<file path="config.mk">
export PLATFORM = sky130hd
export DESIGN_NAME = tzsp_frame_decapsulator_unit_flat
export DESIGN_NICKNAME = d
export VERILOG_FILES = /design/src/hdl/tzsp_pkg.sv /design/src/hdl/tzsp_req_if.sv /design/src/hdl/tzsp_rsp_if.sv /design/src/hdl/tzsp_front.sv /design/src/hdl/tzsp_queue.sv /design/src/hdl/tzsp_back.sv /design/src/hdl/tzsp_frame_decapsulator_unit.sv /design/src/flat_wrapper.sv
export SDC_FILE = /design/constraint.sdc
export NUM_CORES = 1
export LEC_CHECK = 0
export ABC_AREA = 1
export BUFFER_PORTS_ARGS = -buffer_cell sky130_fd_sc_hd__buf_2
export CAP_MARGIN = 0
export CELL_PAD_IN_SITES_DETAIL_PLACEMENT = 1
export CELL_PAD_IN_SITES_GLOBAL_PLACEMENT = 2
export CORE_MARGIN = 1.5
export CORE_UTILIZATION = 43
export CTS_BUF_LIST = sky130_fd_sc_hd__clkbuf_2 sky130_fd_sc_hd__clkbuf_4 sky130_fd_sc_hd__clkbuf_8
export DETAILED_ROUTE_END_ITERATION = 6
export GPL_TIMING_DRIVEN = 0
export PLACE_DENSITY = 0.85
export SYNTH_ARGS = -nofsm -noshare
export SYNTH_HDL_FRONTEND = slang
export SYNTH_SLANG_ARGS = --single-unit
</file>
<file path="constraint.sdc">
create_clock -name clock -period 7 [get_ports clock]
set_clock_uncertainty 0.1 [all_clocks]
set_input_delay 1.05 -clock clock [delete_from_list [all_inputs] [get_ports clock]]
set_output_delay 1.05 -clock clock [all_outputs]
set_load 0.1 [all_outputs]
</file>
<file path="src/hdl/tzsp_pkg.sv">
// Package for the TZSP decapsulator: parse stages, status codes, tag codes
// and the queue entry that links the parser to the output stage.
// No dependencies.
package tzsp_pkg;

   localparam int QUEUE_DEPTH = 4;
   localparam int QUEUE_PTR_W = $clog2(QUEUE_DEPTH);
   localparam int QUEUE_CNT_W = QUEUE_PTR_W + 1;

   localparam logic [7:0] ETH_TYPE_HI    = 8'h08;
   localparam logic [7:0] ETH_TYPE_LO    = 8'h00;
   localparam logic [7:0] HDR_VER_BYTE   = 8'h01;
   localparam logic [7:0] HDR_KIND_BYTE  = 8'h00;
   localparam logic [7:0] TZSP_PROTO_HI  = 8'h00;
   localparam logic [7:0] TZSP_PROTO_LO  = 8'h12;

   localparam logic [7:0] TAG_PADDING   = 8'h00;
   localparam logic [7:0] TAG_END       = 8'h01;
   localparam logic [7:0] TAG_SIGNAL    = 8'h0A;
   localparam logic [7:0] TAG_FCS       = 8'h11;
   localparam logic [7:0] TAG_CHANNEL   = 8'h12;
   localparam logic [7:0] TAG_SENSOR    = 8'h3C;
   localparam logic [7:0] TAG_NONE      = 8'h00;

   typedef enum logic [3:0] {
      STAGE_ETH,
      STAGE_IP,
      STAGE_UDP,
      STAGE_HDR,
      STAGE_TAGTYPE,
      STAGE_TAGLEN,
      STAGE_TAGDATA,
      STAGE_PAYLOAD,
      STAGE_DRAIN
   } stage_type;

   typedef enum logic [2:0] {
      STATUS_OK,
      STATUS_NOT_IPV4,
      STATUS_BAD_IP_LEN,
      STATUS_BAD_TZSP,
      STATUS_FCS_ERROR,
      STATUS_TRUNCATED
   } status_type;

   typedef struct packed {
      logic              is_status;
      logic [7:0]        payload_byte;
      logic              payload_last;
      status_type        status;
      logic signed [7:0] signal_level;
      logic              signal_seen;
      logic [7:0]        channel_number;
      logic              channel_seen;
      logic [47:0]       sensor_address;
      logic              sensor_seen;
   } queue_entry_type;

   typedef struct packed {
      logic full;
      logic not_empty;
   } queue_status_type;

endpackage

</file>
<file path="src/hdl/tzsp_req_if.sv">
// Input channel of the TZSP decapsulator: one frame byte per beat.
// No dependencies.
interface tzsp_req_if;
   logic       valid;
   logic       ready;
   logic [7:0] data_byte;
   logic       frame_end;

   modport source (output valid, output data_byte, output frame_end, input ready);
   modport sink (input valid, input data_byte, input frame_end, output ready);
endinterface

</file>
<file path="src/hdl/tzsp_rsp_if.sv">
// Result channel of the TZSP decapsulator: payload byte or status with metadata.
// No dependencies.
interface tzsp_rsp_if;
   logic              valid;
   logic              ready;
   logic [7:0]        payload_byte;
   logic              payload_last;
   logic [2:0]        status;
   logic signed [7:0] signal_level;
   logic              signal_seen;
   logic [7:0]        channel_number;
   logic              channel_seen;
   logic [47:0]       sensor_address;
   logic              sensor_seen;

   modport source (output valid, output payload_byte, output payload_last,
                   output status, output signal_level, output signal_seen,
                   output channel_number, output channel_seen,
                   output sensor_address, output sensor_seen, input ready);
   modport sink (input valid, input payload_byte, input payload_last,
                 input status, input signal_level, input signal_seen,
                 input channel_number, input channel_seen,
                 input sensor_address, input sensor_seen, output ready);
endinterface

</file>
<file path="src/hdl/tzsp_front.sv">
// Parser front end: accepts frame bytes, walks the headers and tags and
// pushes one queue entry per result. Depends on tzsp_pkg and tzsp_req_if.
module tzsp_front (
   input  logic                       clock,
   input  logic                       reset,
   tzsp_req_if.sink                   req,
   input  logic                       csr_write_enable,
   input  logic                       csr_write_data,
   input  tzsp_pkg::queue_status_type q_status,
   output logic                       push,
   output tzsp_pkg::queue_entry_type  push_entry
);
   import tzsp_pkg::*;

   logic              accept_fcs_ff, accept_fcs_in;
   stage_type         stage_ff, stage_in;
   logic [5:0]        count_ff, count_in;
   logic [5:0]        ip_bytes_ff, ip_bytes_in;
   logic [7:0]        tag_ff, tag_in;
   logic [7:0]        left_ff, left_in;
   logic [7:0]        signal_ff, signal_in;
   logic              signal_seen_ff, signal_seen_in;
   logic [7:0]        channel_ff, channel_in;
   logic              channel_seen_ff, channel_seen_in;
   logic [47:0]       sensor_ff, sensor_in;
   logic              sensor_seen_ff, sensor_seen_in;
   status_type        reject_ff, reject_in;

   logic       accept;
   logic [7:0] b;
   logic [5:0] count_next;
   logic       tag_used;
   logic       clear_frame;

   assign req.ready     = !q_status.full;
   assign accept        = req.valid && req.ready;
   assign b             = req.data_byte;
   assign count_next    = count_ff + 6'd1;
   assign accept_fcs_in = csr_write_enable ? csr_write_data : accept_fcs_ff;

   always_comb begin
      tag_used = (((tag_ff == TAG_FCS) || (tag_ff == TAG_SIGNAL) || (tag_ff == TAG_CHANNEL))
                  && (b == 8'd1)) || ((tag_ff == TAG_SENSOR) && (b == 8'd6));
   end

   always_comb begin
      stage_in        = stage_ff;
      count_in        = count_ff;
      ip_bytes_in     = ip_bytes_ff;
      tag_in          = tag_ff;
      left_in         = left_ff;
      signal_in       = signal_ff;
      signal_seen_in  = signal_seen_ff;
      channel_in      = channel_ff;
      channel_seen_in = channel_seen_ff;
      sensor_in       = sensor_ff;
      sensor_seen_in  = sensor_seen_ff;
      reject_in       = reject_ff;
      clear_frame     = 1'b0;
      push            = 1'b0;

      push_entry.is_status      = 1'b0;
      push_entry.payload_byte   = b;
      push_entry.payload_last   = req.frame_end;
      push_entry.status         = STATUS_OK;
      push_entry.signal_level   = signed'(signal_ff);
      push_entry.signal_seen    = signal_seen_ff;
      push_entry.channel_number = channel_ff;
      push_entry.channel_seen   = channel_seen_ff;
      push_entry.sensor_address = sensor_ff;
      push_entry.sensor_seen    = sensor_seen_ff;

      if (accept) begin
         if (stage_ff == STAGE_PAYLOAD) begin
            push        = 1'b1;
            clear_frame = req.frame_end;
         end else if (stage_ff == STAGE_DRAIN) begin
            if (req.frame_end) begin
               push                 = 1'b1;
               push_entry.is_status = 1'b1;
               push_entry.status    = reject_ff;
               clear_frame          = 1'b1;
            end
         end else if (req.frame_end) begin
            push                 = 1'b1;
            push_entry.is_status = 1'b1;
            push_entry.status    = STATUS_TRUNCATED;
            clear_frame          = 1'b1;
         end else begin
            case (stage_ff)
               STAGE_ETH: begin
                  if (((count_ff == 6'd12) && (b != ETH_TYPE_HI)) ||
                      ((count_ff == 6'd13) && (b != ETH_TYPE_LO))) begin
                     reject_in = STATUS_NOT_IPV4;
                     stage_in  = STAGE_DRAIN;
                  end else if (count_next >= 6'd14) begin
                     stage_in = STAGE_IP;
                     count_in = '0;
                  end else begin
                     count_in = count_next;
                  end
               end
               STAGE_IP: begin
                  if (count_ff == 6'd0) begin
                     if (b[3:0] < 4'd5) begin
                        reject_in = STATUS_BAD_IP_LEN;
                        stage_in  = STAGE_DRAIN;
                     end else begin
                        ip_bytes_in = {b[3:0], 2'b00};
                        count_in    = count_next;
                     end
                  end else if (count_next >= ip_bytes_ff) begin
                     stage_in = STAGE_UDP;
                     count_in = '0;
                  end else begin
                     count_in = count_next;
                  end
               end
               STAGE_UDP: begin
                  if (count_next >= 6'd8) begin
                     stage_in = STAGE_HDR;
                     count_in = '0;
                  end else begin
                     count_in = count_next;
                  end
               end
               STAGE_HDR: begin
                  if (((count_ff == 6'd0) && (b != HDR_VER_BYTE)) ||
                      ((count_ff == 6'd1) && (b != HDR_KIND_BYTE)) ||
                      ((count_ff == 6'd2) && (b != TZSP_PROTO_HI)) ||
                      ((count_ff == 6'd3) && (b != TZSP_PROTO_LO))) begin
                     reject_in = STATUS_BAD_TZSP;
                     stage_in  = STAGE_DRAIN;
                  end else if (count_next >= 6'd4) begin
                     stage_in = STAGE_TAGTYPE;
                     count_in = '0;
                  end else begin
                     count_in = count_next;
                  end
               end
               STAGE_TAGTYPE: begin
                  if (b == TAG_END) begin
                     stage_in = STAGE_PAYLOAD;
                  end else if (b != TAG_PADDING) begin
                     tag_in   = b;
                     stage_in = STAGE_TAGLEN;
                  end
               end
               STAGE_TAGLEN: begin
                  if (!tag_used) begin
                     tag_in = TAG_NONE;
                  end
                  left_in  = b;
                  stage_in = (b == 8'd0) ? STAGE_TAGTYPE : STAGE_TAGDATA;
               end
               STAGE_TAGDATA: begin
                  if ((tag_ff == TAG_FCS) && (b != 8'd0) && !accept_fcs_ff) begin
                     reject_in = STATUS_FCS_ERROR;
                     stage_in  = STAGE_DRAIN;
                  end else begin
                     if (tag_ff == TAG_SIGNAL) begin
                        signal_in      = b;
                        signal_seen_in = 1'b1;
                     end else if (tag_ff == TAG_CHANNEL) begin
                        channel_in      = b;
                        channel_seen_in = 1'b1;
                     end else if (tag_ff == TAG_SENSOR) begin
                        sensor_in      = {sensor_ff[39:0], b};
                        sensor_seen_in = 1'b1;
                     end
                     left_in = left_ff - 8'd1;
                     if (left_ff == 8'd1) begin
                        stage_in = STAGE_TAGTYPE;
                     end
                  end
               end
               default: begin
                  reject_in = STATUS_TRUNCATED;
                  stage_in  = STAGE_DRAIN;
               end
            endcase
         end

         if (clear_frame) begin
            stage_in        = STAGE_ETH;
            count_in        = '0;
            ip_bytes_in     = '0;
            tag_in          = TAG_NONE;
            left_in         = '0;
            signal_in       = '0;
            signal_seen_in  = 1'b0;
            channel_in      = '0;
            channel_seen_in = 1'b0;
            sensor_in       = '0;
            sensor_seen_in  = 1'b0;
            reject_in       = STATUS_OK;
         end
      end
   end

   always_ff @(posedge clock) begin
      if (reset) begin
         accept_fcs_ff   <= 1'b0;
         stage_ff        <= STAGE_ETH;
         count_ff        <= '0;
         ip_bytes_ff     <= '0;
         tag_ff          <= TAG_NONE;
         left_ff         <= '0;
         signal_ff       <= '0;
         signal_seen_ff  <= 1'b0;
         channel_ff      <= '0;
         channel_seen_ff <= 1'b0;
         sensor_ff       <= '0;
         sensor_seen_ff  <= 1'b0;
         reject_ff       <= STATUS_OK;
      end else begin
         accept_fcs_ff   <= accept_fcs_in;
         stage_ff        <= stage_in;
         count_ff        <= count_in;
         ip_bytes_ff     <= ip_bytes_in;
         tag_ff          <= tag_in;
         left_ff         <= left_in;
         signal_ff       <= signal_in;
         signal_seen_ff  <= signal_seen_in;
         channel_ff      <= channel_in;
         channel_seen_ff <= channel_seen_in;
         sensor_ff       <= sensor_in;
         sensor_seen_ff  <= sensor_seen_in;
         reject_ff       <= reject_in;
      end
   end

endmodule

</file>
<file path="src/hdl/tzsp_queue.sv">
// Short register FIFO between the parser and the output stage.
// Depends on tzsp_pkg.
module tzsp_queue (
   input  logic                        clock,
   input  logic                        reset,
   input  logic                        push,
   input  tzsp_pkg::queue_entry_type   push_entry,
   input  logic                        pop,
   output tzsp_pkg::queue_entry_type   pop_entry,
   output tzsp_pkg::queue_status_type  q_status
);
   import tzsp_pkg::*;

   queue_entry_type          slots_ff [QUEUE_DEPTH];
   logic [QUEUE_PTR_W-1:0]   wr_ptr_ff, wr_ptr_in;
   logic [QUEUE_PTR_W-1:0]   rd_ptr_ff, rd_ptr_in;
   logic [QUEUE_CNT_W-1:0]   count_ff, count_in;
   logic                     do_push, do_pop;

   assign q_status.full      = (count_ff == QUEUE_CNT_W'(QUEUE_DEPTH));
   assign q_status.not_empty = (count_ff != '0);
   assign do_push            = push && !q_status.full;
   assign do_pop             = pop && q_status.not_empty;
   assign pop_entry          = slots_ff[rd_ptr_ff];

   always_comb begin
      wr_ptr_in = do_push ? QUEUE_PTR_W'((wr_ptr_ff + 1'b1) % QUEUE_DEPTH) : wr_ptr_ff;
      rd_ptr_in = do_pop ? QUEUE_PTR_W'((rd_ptr_ff + 1'b1) % QUEUE_DEPTH) : rd_ptr_ff;
      count_in  = count_ff + QUEUE_CNT_W'(do_push) - QUEUE_CNT_W'(do_pop);
   end

   always_ff @(posedge clock) begin
      if (do_push) begin
         slots_ff[wr_ptr_ff] <= push_entry;
      end
   end

   always_ff @(posedge clock) begin
      if (reset) begin
         wr_ptr_ff <= '0;
         rd_ptr_ff <= '0;
         count_ff  <= '0;
      end else begin
         wr_ptr_ff <= wr_ptr_in;
         rd_ptr_ff <= rd_ptr_in;
         count_ff  <= count_in;
      end
   end

endmodule

</file>
<file path="src/hdl/tzsp_back.sv">
// Output stage: takes queue entries, forms the result beat and holds it in
// the output register until taken. Depends on tzsp_pkg and tzsp_rsp_if.
module tzsp_back (
   input  logic                       clock,
   input  logic                       reset,
   input  tzsp_pkg::queue_status_type q_status,
   input  tzsp_pkg::queue_entry_type  pop_entry,
   output logic                       pop,
   tzsp_rsp_if.source                 rsp
);
   import tzsp_pkg::*;

   logic              valid_ff, valid_in;
   logic [7:0]        byte_ff, byte_in;
   logic              last_ff, last_in;
   logic [2:0]        status_ff, status_in;
   logic signed [7:0] signal_ff, signal_in;
   logic              signal_seen_ff, signal_seen_in;
   logic [7:0]        channel_ff, channel_in;
   logic              channel_seen_ff, channel_seen_in;
   logic [47:0]       sensor_ff, sensor_in;
   logic              sensor_seen_ff, sensor_seen_in;

   assign pop      = q_status.not_empty && (!valid_ff || rsp.ready);
   assign valid_in = pop || (valid_ff && !rsp.ready);

   always_comb begin
      byte_in         = byte_ff;
      last_in         = last_ff;
      status_in       = status_ff;
      signal_in       = signal_ff;
      signal_seen_in  = signal_seen_ff;
      channel_in      = channel_ff;
      channel_seen_in = channel_seen_ff;
      sensor_in       = sensor_ff;
      sensor_seen_in  = sensor_seen_ff;
      if (pop) begin
         if (pop_entry.is_status) begin
            byte_in         = '0;
            last_in         = 1'b1;
            status_in       = 3'(pop_entry.status);
            signal_in       = '0;
            signal_seen_in  = 1'b0;
            channel_in      = '0;
            channel_seen_in = 1'b0;
            sensor_in       = '0;
            sensor_seen_in  = 1'b0;
         end else begin
            byte_in         = pop_entry.payload_byte;
            last_in         = pop_entry.payload_last;
            status_in       = 3'(STATUS_OK);
            signal_in       = pop_entry.signal_level;
            signal_seen_in  = pop_entry.signal_seen;
            channel_in      = pop_entry.channel_number;
            channel_seen_in = pop_entry.channel_seen;
            sensor_in       = pop_entry.sensor_address;
            sensor_seen_in  = pop_entry.sensor_seen;
         end
      end
   end

   always_ff @(posedge clock) begin
      if (reset) begin
         valid_ff <= 1'b0;
      end else begin
         valid_ff <= valid_in;
      end
   end

   always_ff @(posedge clock) begin
      byte_ff         <= byte_in;
      last_ff         <= last_in;
      status_ff       <= status_in;
      signal_ff       <= signal_in;
      signal_seen_ff  <= signal_seen_in;
      channel_ff      <= channel_in;
      channel_seen_ff <= channel_seen_in;
      sensor_ff       <= sensor_in;
      sensor_seen_ff  <= sensor_seen_in;
   end

   assign rsp.valid          = valid_ff;
   assign rsp.payload_byte   = byte_ff;
   assign rsp.payload_last   = last_ff;
   assign rsp.status         = status_ff;
   assign rsp.signal_level   = signal_ff;
   assign rsp.signal_seen    = signal_seen_ff;
   assign rsp.channel_number = channel_ff;
   assign rsp.channel_seen   = channel_seen_ff;
   assign rsp.sensor_address = sensor_ff;
   assign rsp.sensor_seen    = sensor_seen_ff;

endmodule

</file>
<file path="src/hdl/tzsp_frame_decapsulator_unit.sv">
// Top level of the TZSP-over-UDP decapsulator: parser, queue, output stage.
// Depends on tzsp_pkg, tzsp_req_if, tzsp_rsp_if, tzsp_front, tzsp_queue, tzsp_back.
//
//   channel   direction  beat contents
//   req_chan  in         data_byte, frame_end
//   rsp_chan  out        payload_byte, payload_last, status, tag metadata
//   csr_*     in         accept_fcs_error (write only)
//
// One byte is accepted per cycle while the queue is not full; each state update
// is a single parser step. A result passes from its byte through the four-entry
// queue and the output register. Reset is synchronous.
// A stalled result holds in the output register while the queue fills; input
// ready drops only when the queue is full.
module tzsp_frame_decapsulator_unit (
   input  logic        clock,
   input  logic        reset,
   tzsp_req_if.sink    req_chan,
   tzsp_rsp_if.source  rsp_chan,
   input  logic        csr_write_enable,
   input  logic        csr_write_data
);
   import tzsp_pkg::*;

   logic             push, pop;
   queue_entry_type  push_entry, pop_entry;
   queue_status_type q_status;

   tzsp_front u_front (
      .clock            (clock),
      .reset            (reset),
      .req              (req_chan),
      .csr_write_enable (csr_write_enable),
      .csr_write_data   (csr_write_data),
      .q_status         (q_status),
      .push             (push),
      .push_entry       (push_entry)
   );

   tzsp_queue u_queue (
      .clock      (clock),
      .reset      (reset),
      .push       (push),
      .push_entry (push_entry),
      .pop        (pop),
      .pop_entry  (pop_entry),
      .q_status   (q_status)
   );

   tzsp_back u_back (
      .clock     (clock),
      .reset     (reset),
      .q_status  (q_status),
      .pop_entry (pop_entry),
      .pop       (pop),
      .rsp       (rsp_chan)
   );

`ifndef NO_ASSERTIONS
   a_status_is_last: assert property (@(posedge clock) disable iff (reset)
      (rsp_chan.valid && (rsp_chan.status != 3'(STATUS_OK))) |->
      (rsp_chan.payload_last && (rsp_chan.payload_byte == 8'd0) &&
       !rsp_chan.signal_seen && !rsp_chan.channel_seen && !rsp_chan.sensor_seen))
      else $error("status result not a clean last beat");

   a_push_fits: assert property (@(posedge clock) disable iff (reset)
      push |-> !q_status.full)
      else $error("push into a full queue");

   a_reset_clears_output: assert property (@(posedge clock)
      reset |=> !rsp_chan.valid)
      else $error("result valid right after reset");
`endif

endmodule
</file>
<file path="src/flat_wrapper.sv">
// flat-port wrapper written by rule: the top's interface ports become plain ports
module tzsp_frame_decapsulator_unit_flat import tzsp_pkg::*;
  (clock, reset, csr_write_enable, csr_write_data, req_chan_valid, req_chan_data_byte, req_chan_frame_end, req_chan_ready, rsp_chan_valid, rsp_chan_payload_byte, rsp_chan_payload_last, rsp_chan_status, rsp_chan_signal_level, rsp_chan_signal_seen, rsp_chan_channel_number, rsp_chan_channel_seen, rsp_chan_sensor_address, rsp_chan_sensor_seen, rsp_chan_ready);
  tzsp_req_if req_chan_i ();
  tzsp_rsp_if rsp_chan_i ();
  input  logic clock;
  input  logic reset;
  input  logic csr_write_enable;
  input  logic csr_write_data;
  input wire logic [$bits(req_chan_i.valid)-1:0] req_chan_valid;
  input wire logic [$bits(req_chan_i.data_byte)-1:0] req_chan_data_byte;
  input wire logic [$bits(req_chan_i.frame_end)-1:0] req_chan_frame_end;
  output wire logic [$bits(req_chan_i.ready)-1:0] req_chan_ready;
  output wire logic [$bits(rsp_chan_i.valid)-1:0] rsp_chan_valid;
  output wire logic [$bits(rsp_chan_i.payload_byte)-1:0] rsp_chan_payload_byte;
  output wire logic [$bits(rsp_chan_i.payload_last)-1:0] rsp_chan_payload_last;
  output wire logic [$bits(rsp_chan_i.status)-1:0] rsp_chan_status;
  output wire logic [$bits(rsp_chan_i.signal_level)-1:0] rsp_chan_signal_level;
  output wire logic [$bits(rsp_chan_i.signal_seen)-1:0] rsp_chan_signal_seen;
  output wire logic [$bits(rsp_chan_i.channel_number)-1:0] rsp_chan_channel_number;
  output wire logic [$bits(rsp_chan_i.channel_seen)-1:0] rsp_chan_channel_seen;
  output wire logic [$bits(rsp_chan_i.sensor_address)-1:0] rsp_chan_sensor_address;
  output wire logic [$bits(rsp_chan_i.sensor_seen)-1:0] rsp_chan_sensor_seen;
  input wire logic [$bits(rsp_chan_i.ready)-1:0] rsp_chan_ready;
  assign req_chan_i.valid = req_chan_valid;
  assign req_chan_i.data_byte = req_chan_data_byte;
  assign req_chan_i.frame_end = req_chan_frame_end;
  assign req_chan_ready = req_chan_i.ready;
  assign rsp_chan_valid = rsp_chan_i.valid;
  assign rsp_chan_payload_byte = rsp_chan_i.payload_byte;
  assign rsp_chan_payload_last = rsp_chan_i.payload_last;
  assign rsp_chan_status = rsp_chan_i.status;
  assign rsp_chan_signal_level = rsp_chan_i.signal_level;
  assign rsp_chan_signal_seen = rsp_chan_i.signal_seen;
  assign rsp_chan_channel_number = rsp_chan_i.channel_number;
  assign rsp_chan_channel_seen = rsp_chan_i.channel_seen;
  assign rsp_chan_sensor_address = rsp_chan_i.sensor_address;
  assign rsp_chan_sensor_seen = rsp_chan_i.sensor_seen;
  assign rsp_chan_i.ready = rsp_chan_ready;
  tzsp_frame_decapsulator_unit u_core (.clock(clock), .reset(reset), .req_chan(req_chan_i), .rsp_chan(rsp_chan_i), .csr_write_enable(csr_write_enable), .csr_write_data(csr_write_data));
endmodule
</file>
After elaboration in Yosys (flattened, before gate mapping)

Memories as Yosys holds them, arrays and structs flattened. A register that Yosys moved wholly into a read port is not among the register bits.
Index checks and enable logic that the tools add are counted.

Flip-flop bits (word level): 190
RAM bits: 320
Input bits: 15
Output and inout port bits: 81
Word-level logic and storage cells: 267
Memories: 1

Add/sub/neg operators: 6
$lt $le $gt $ge: 5
Equal/unequal tests: 51
Mux-type cells: 126
Reductions and logical operators: 52

Memories:

| name                    | words | bits a word | rd ports | clocked after memory_dff | write ports | RTL line         | text |
|---|---|---|---|---|---|---|---|
| u_core.u_queue.slots_ff | 4     | 80          | 1        | 1                        | 1           | tzsp_queue.sv:14 | `queue_entry_type slots_ff [QUEUE_DEPTH];` |

Operator list:

| kind               | count |
|---|---|
| $mux 48            | 9 |
| $mux 8             | 27 |
| $mux 6             | 19 |
| $mux 4             | 16 |
| $mux 3             | 14 |
| $ne 3x3->1 const B | 12 |
| $mux 1             | 33 |
| $pmux 8 s2         | 2 |
| $ne 4x4->1 const B | 7 |
| $pmux 4 s7         | 1 |
| $pmux 6 s4         | 1 |
| $reduce_and 8->1   | 3 |
| $eq 4x3->1 const B | 4 |
| $eq 8x1->1 const B | 2 |
| $eq 8x5->1 const B | 2 |
| $ne 2x1->1 const B | 8 |
| $logic_and 1x1->1  | 15 |
| $pmux 3 s5         | 1 |
| $reduce_and 7->1   | 2 |
| $eq 6x2->1 const B | 2 |
| $eq 6x4->1 const B | 2 |
| $ge 6x4->1 const B | 2 |
| $reduce_bool 2->1  | 6 |
| $reduce_and 11->1  | 1 |
| 32 further kinds   | 49 |

Depth between registers and ports, before layout

Depth in word-level cells: 11
Depth in mapped cells: 19
Gate-level depth less buffers: 19

Cells and area by module

A second synthesis with hierarchy kept.

Cells, all modules: 1884
Area, all modules: 20778.7 µm²

By module, submodules not included:

| module     | times used | cells each | area an instance (µm²) | sequential area each (µm²) |
|---|---|---|---|---|
| tzsp_queue | 1          | 840        | 12303.0                | 9789.4 |
| tzsp_front | 1          | 793        | 5406.4                 | 2021.9 |
| tzsp_back  | 1          | 251        | 3069.2                 | 2392.3 |

Worst setup path before layout

No wires, ideal clock.

Path type: input port to flip-flop
Start point: in rsp_chan_ready
End point: reg u_core.u_queue.count_ff[2]
Library setup time: 0.070 ns
Arrival time: 6.054 ns
Required time: 6.830 ns
Path slack: 0.776 ns
Stages on the path: 10
Path buffers: 0
Cells stage by stage: nor2_1 -> nor2_1 -> ha_1 -> inv_1 -> ha_1 -> inv_1 -> fa_1 -> inv_1 -> o21ai_0 -> a21oi_1

Cells in the longest elaborated chain, start to end: 4

RTL lines:

| what                 | RTL line                           | text |
|---|---|---|
| from (decl)          | flat_wrapper.sv:24                 | `input wire logic [$bits(rsp_chan_i.ready)-1:0] rsp_chan_ready;` |
| $logic_or 1x1->1     | tzsp_back.sv:24                    | `assign pop = q_status.not_empty && (!valid_ff \|\| rsp.ready);` |
| $logic_and 1x1->1    | tzsp_back.sv:24                    |  |
| named net u_core.pop | tzsp_frame_decapsulator_unit.sv:24 | `logic push, pop;` |
| $logic_and 1x1->1    | tzsp_queue.sv:23                   | `assign do_pop = pop && q_status.not_empty;` |
| $sub 3x1->3          | tzsp_queue.sv:29                   | `count_in = count_ff + QUEUE_CNT_W'(do_push) - QUEUE_CNT_W'(do_pop);` |
| to (signal assigned) | tzsp_queue.sv:46                   | `count_ff <= count_in;` |
| to (decl)            | tzsp_queue.sv:17                   | `logic [QUEUE_CNT_W-1:0] count_ff, count_in;` |

The timed path passes the listed nets, and every way through them passes these cells.
A chain may end at the register's enable or synchronous reset.

Worst setup path in the final report

Start point: in req_chan_frame_end
End point: mem u_core.u_queue.slots_ff[2][50] in the netlist's numbering (enable)

Cells in the longest elaborated chain, start to end: 6

RTL lines:

| what                         | RTL line                           | text |
|---|---|---|
| from (decl)                  | flat_wrapper.sv:12                 | `input wire logic [$bits(req_chan_i.frame_end)-1:0] req_chan_frame_end;` |
| $mux 1                       | tzsp_front.sv:78, tzsp_front.sv:84 |  |
| $mux 1                       | tzsp_front.sv:74                   | `if (stage_ff == STAGE_PAYLOAD) begin` |
| $mux 1                       | tzsp_front.sv:73                   | `if (accept) begin` |
| $logic_and 1x1->1            | tzsp_queue.sv:22                   | `assign do_push = push && !q_status.full;` |
| $mux 1                       | tzsp_queue.sv:33                   | `if (do_push) begin` |
| $mux 1 (implied by the code) | tzsp_queue.sv:34                   | `slots_ff[wr_ptr_ff] <= push_entry;` |
| to (decl)                    | tzsp_queue.sv:14                   |  |

Every way passes these cells.

==> impl_metrics.tcl <==
set metrics [dict create \
    r2r_start "u_core.u_queue.count_ff[1]" \
    globalRouteOverflowTotal 0 \
    cts_tree "done" \
    r2r_cells 8 \
    fin_area_um2 23600 \
    cpLargestDelayFamily "buffers and inverters" \
    place_inst 2559 \
    worst_path_max_delay_cell "nor2_4" \
    dp_slack_ps 2836 \
    rrSetupSlack_ps 3950 \
    worst_ep_required_time_ps 7250 \
    synth_cells 1844 \
    yosysTopAreaCell "edfxtp_1" \
    grt_pass1_wl_um 84840 \
    grt_max_degree 37 \
    synth.cell_area_um2 20320 \
    routed_via_density 5.252 \
    slew_headroom 0.2365 \
    fin_setup_tns_ps 0 \
    start_util 0.4365 \
    finalHoldViolations 0 \
    power_mw 10.82 \
    synth_edf_count 399 \
    worst_setup_path_start_kind "input port" \
    hold_depth 1 \
    layout_setup_ws_ps 3515 \
    vias 14270 \
    cp_num_buf_inv 4 \
    path_max_fanout 24 \
    ys_seq_area_frac 0.6989 \
    cpPeakStageDelay_ps 840 \
    post-dp-hpwl_um 37790 \
    grt.total_usage 0.2322 \
    async_reset_ff_frac 0 \
    power_leakage_nw 9.239 \
    max_freq_mhz 286.9 \
    arrival_ps 3730 \
    die_area_um2 48580 \
    dieWidth_um 220.4 \
    area_growth_pct 16.12 \
    ys_top_cells_by_area "edfxtp_1, dfxtp_1, nand2_1" \
    status "finished, final reports clean" \
    p_per_area_nw_per_um2 458.4 \
    placement.cell_area_um2 21900 \
    ir_drop_mv 0.4009 \
    htreeDepth 3 \
    cts-root-buf "clkbuf_8" \
    row_count 79 \
    utilization 0.5069 \
    drt_first_iter_violations 852 \
    min_to "u_core.u_queue.rd_ptr_ff[0]" \
    postSynthAreaPerCell_um2 11.02 \
    min_path_type "reg -> reg" \
    yosys_warnings 0 \
    clk_latency_ps 660 \
    synth_cell_type_count 39 \
    antenna_found_initial 0 \
    ios 96 \
    wl_per_cell_um 20.43 \
    fp.coreArea_um2 46560 \
    cts.sinks 510 \
    grt_pass1_vias 15020 \
    tightest_slew_ps 1138 \
    drive_gt1_frac 0.1404 \
    cts_resized 0 \
    clockBufferDepth 3 \
    report.final.setup_viol 0 \
    r2r_end "u_core.u_queue.slots_ff[2][50]" \
    slew_violations 0 \
    max-cap-violations 0 \
    yosys_register_bits 510 \
    rsz0062_at_grt "no" \
    fin_crit_ps 3485 \
    fillers 5059 \
    synthFlopType "edfxtp_1" \
    drt_pass1_iterations 5 \
    cts_setup_buffers 0 \
    numCtsBuffers 85 \
    worst_setup_path_end_kind "flip-flop" \
    drt-total-wl_um 55480 \
    hold_start "u_core.u_queue.rd_ptr_ff[0]" \
    clkTransAtPathRegs_ps 60 \
    yosysTopAreaCellShare 0.5895 \
    crit_chain "buf_2 > clkbuf_1 > o21ai_1 > nor2_4 > buf_12 > buf_16" \
    cts_hold_buffers 0 \
    postRouteAntennaNets 0 \
    holdWs_ps 387.3 \
    final.period_utilization 0.4979 \
    fp.dieH_um 220.4 \
    synth.net_count 1875 \
    drcViolationCount 0 \
    place_congestion 0.8366 \
    path_class "in -> reg" \
    final_net_count 2070 \
    fin_cells 2716 \
    io_buffers 94 \
]
[power breakdown]
part | switching (mW) | internal [mW]
sequential | 0.138 | 3.79
combinational | 3.47 | 0.776
clock | 1.20 | 1.44
total | 4.81 | 6.00
[cells by family after synthesis]
kind of cell,count (synthesis),share of synthesized area
compound gates,385,0.1045
xor+xnor,3,0.001293
fa+ha+maj,16,0.01022
buf+inv,260,0.05085
flops,510,0.6989
simple gates,670,0.1343
[worst max path at each step]
stage	slack, ps	start	depth (start not counted)	endpoint
2_1_floorplan	780	rsp_chan_ready	10	u_core.u_queue.count_ff[2]
3_3_place_gp	-2090	req_chan_frame_end	4	u_core.u_queue.slots_ff[3][41]
3_5_place_dp	2840	req_chan_frame_end	6	u_core.u_queue.slots_ff[2][51]
4_1_cts	3540	req_chan_frame_end	6	u_core.u_queue.slots_ff[2][52]
5_1_grt	3380	req_chan_frame_end	6	u_core.u_queue.slots_ff[2][53]
6_report	3510	req_chan_frame_end	6	u_core.u_queue.slots_ff[2][50]
[layout by cell type (no fill, tap or decap), drive strengths merged, types with 2 or more instances in the layout]
cell type  synthesis  layout
inv              168     170
nand2            318     318
bufinv             0       3
o32ai              2       2
a211oi             6       6
clkbuf            65     179
edfxtp           399     399
clkinvlp           0       2
a22oi              8       8
nor3               9       9
nand3             61      61
nor2             273     273
xnor2              3       3
o21ai            181     181
o21bai             2       2
nand4              8       8
ha                15      15
clkinv             1      36
o22ai             82      82
buf               26     134
dfxtp            111     111
a21oi            100     100
[sequential cells by signal, indices dropped and copies added (netlist names), 4 cells and up, named ones only]
register,cells
u_core.u_front.left_ff,8
u_core.u_back.rsp.signal_level,8
u_core.u_front.signal_ff,8
u_core.u_back.rsp.payload_byte,8
u_core.u_front.ip_bytes_ff,4
u_core.u_front.channel_ff,8
u_core.u_front.stage_ff,4
u_core.u_front.sensor_ff,48
u_core.u_back.rsp.sensor_address,48
u_core.u_queue.slots_ff,320
u_core.u_front.count_ff,6
u_core.u_front.tag_ff,8
u_core.u_back.rsp.channel_number,8
[Yosys cell counts (6+ instances only)]
cell,count
inv_1,164
edfxtp_1,399
o21ai_0,178
nand4_1,8
nand3_1,56
ha_1,15
a211oi_1,6
buf_2,16
nand2_2,8
a22oi_1,8
nor2_2,6
clkbuf_1,65
o22ai_1,82
nand2_1,310
dfxtp_1,111
a21oi_1,98
nor3_1,8
nor2_1,263
[worst reg2reg max path, cell delays in order, from the launching register on]
cell	delay, ps
dfxtp_1	420
nor2_1	70
nand2_1	90
nand2_2	140
inv_1	160
o21ai_1	380
nor2_4	840
buf_12	310
buf_16	220
[layout make-up]
type / count / area [um2] / area share
multi-input combinational: 1074 / 5124 / 0.2171
sequential: 510 / 14200 / 0.6018
buffer: 91 / 399.1 / 0.01691
clock buffer: 114 / 1431 / 0.06065
tap: 607 / 759.5 / 0.03218
timing repair buffer: 108 / 780.7 / 0.03308
inverter: 169 / 634.4 / 0.02688
antenna: 1 / 2.502 / 0.0001060
clock inverter: 42 / 265.3 / 0.01124
[per-layer routing]
metal / global-route usage / vias up / part of all wire / wire length, um
li1: - / 6749 / - / -
met1: 0.2808 / 7082 / 0.42 / 23180
met2: 0.4102 / 337 / 0.51 / 28320
met3: 0.03753 / 97 / 0.042 / 2328
met4: 0.09796 / 0 / 0.030 / 1653
met5: 0 / - / 0 / 0
Power figures use the tool's default switching activity.
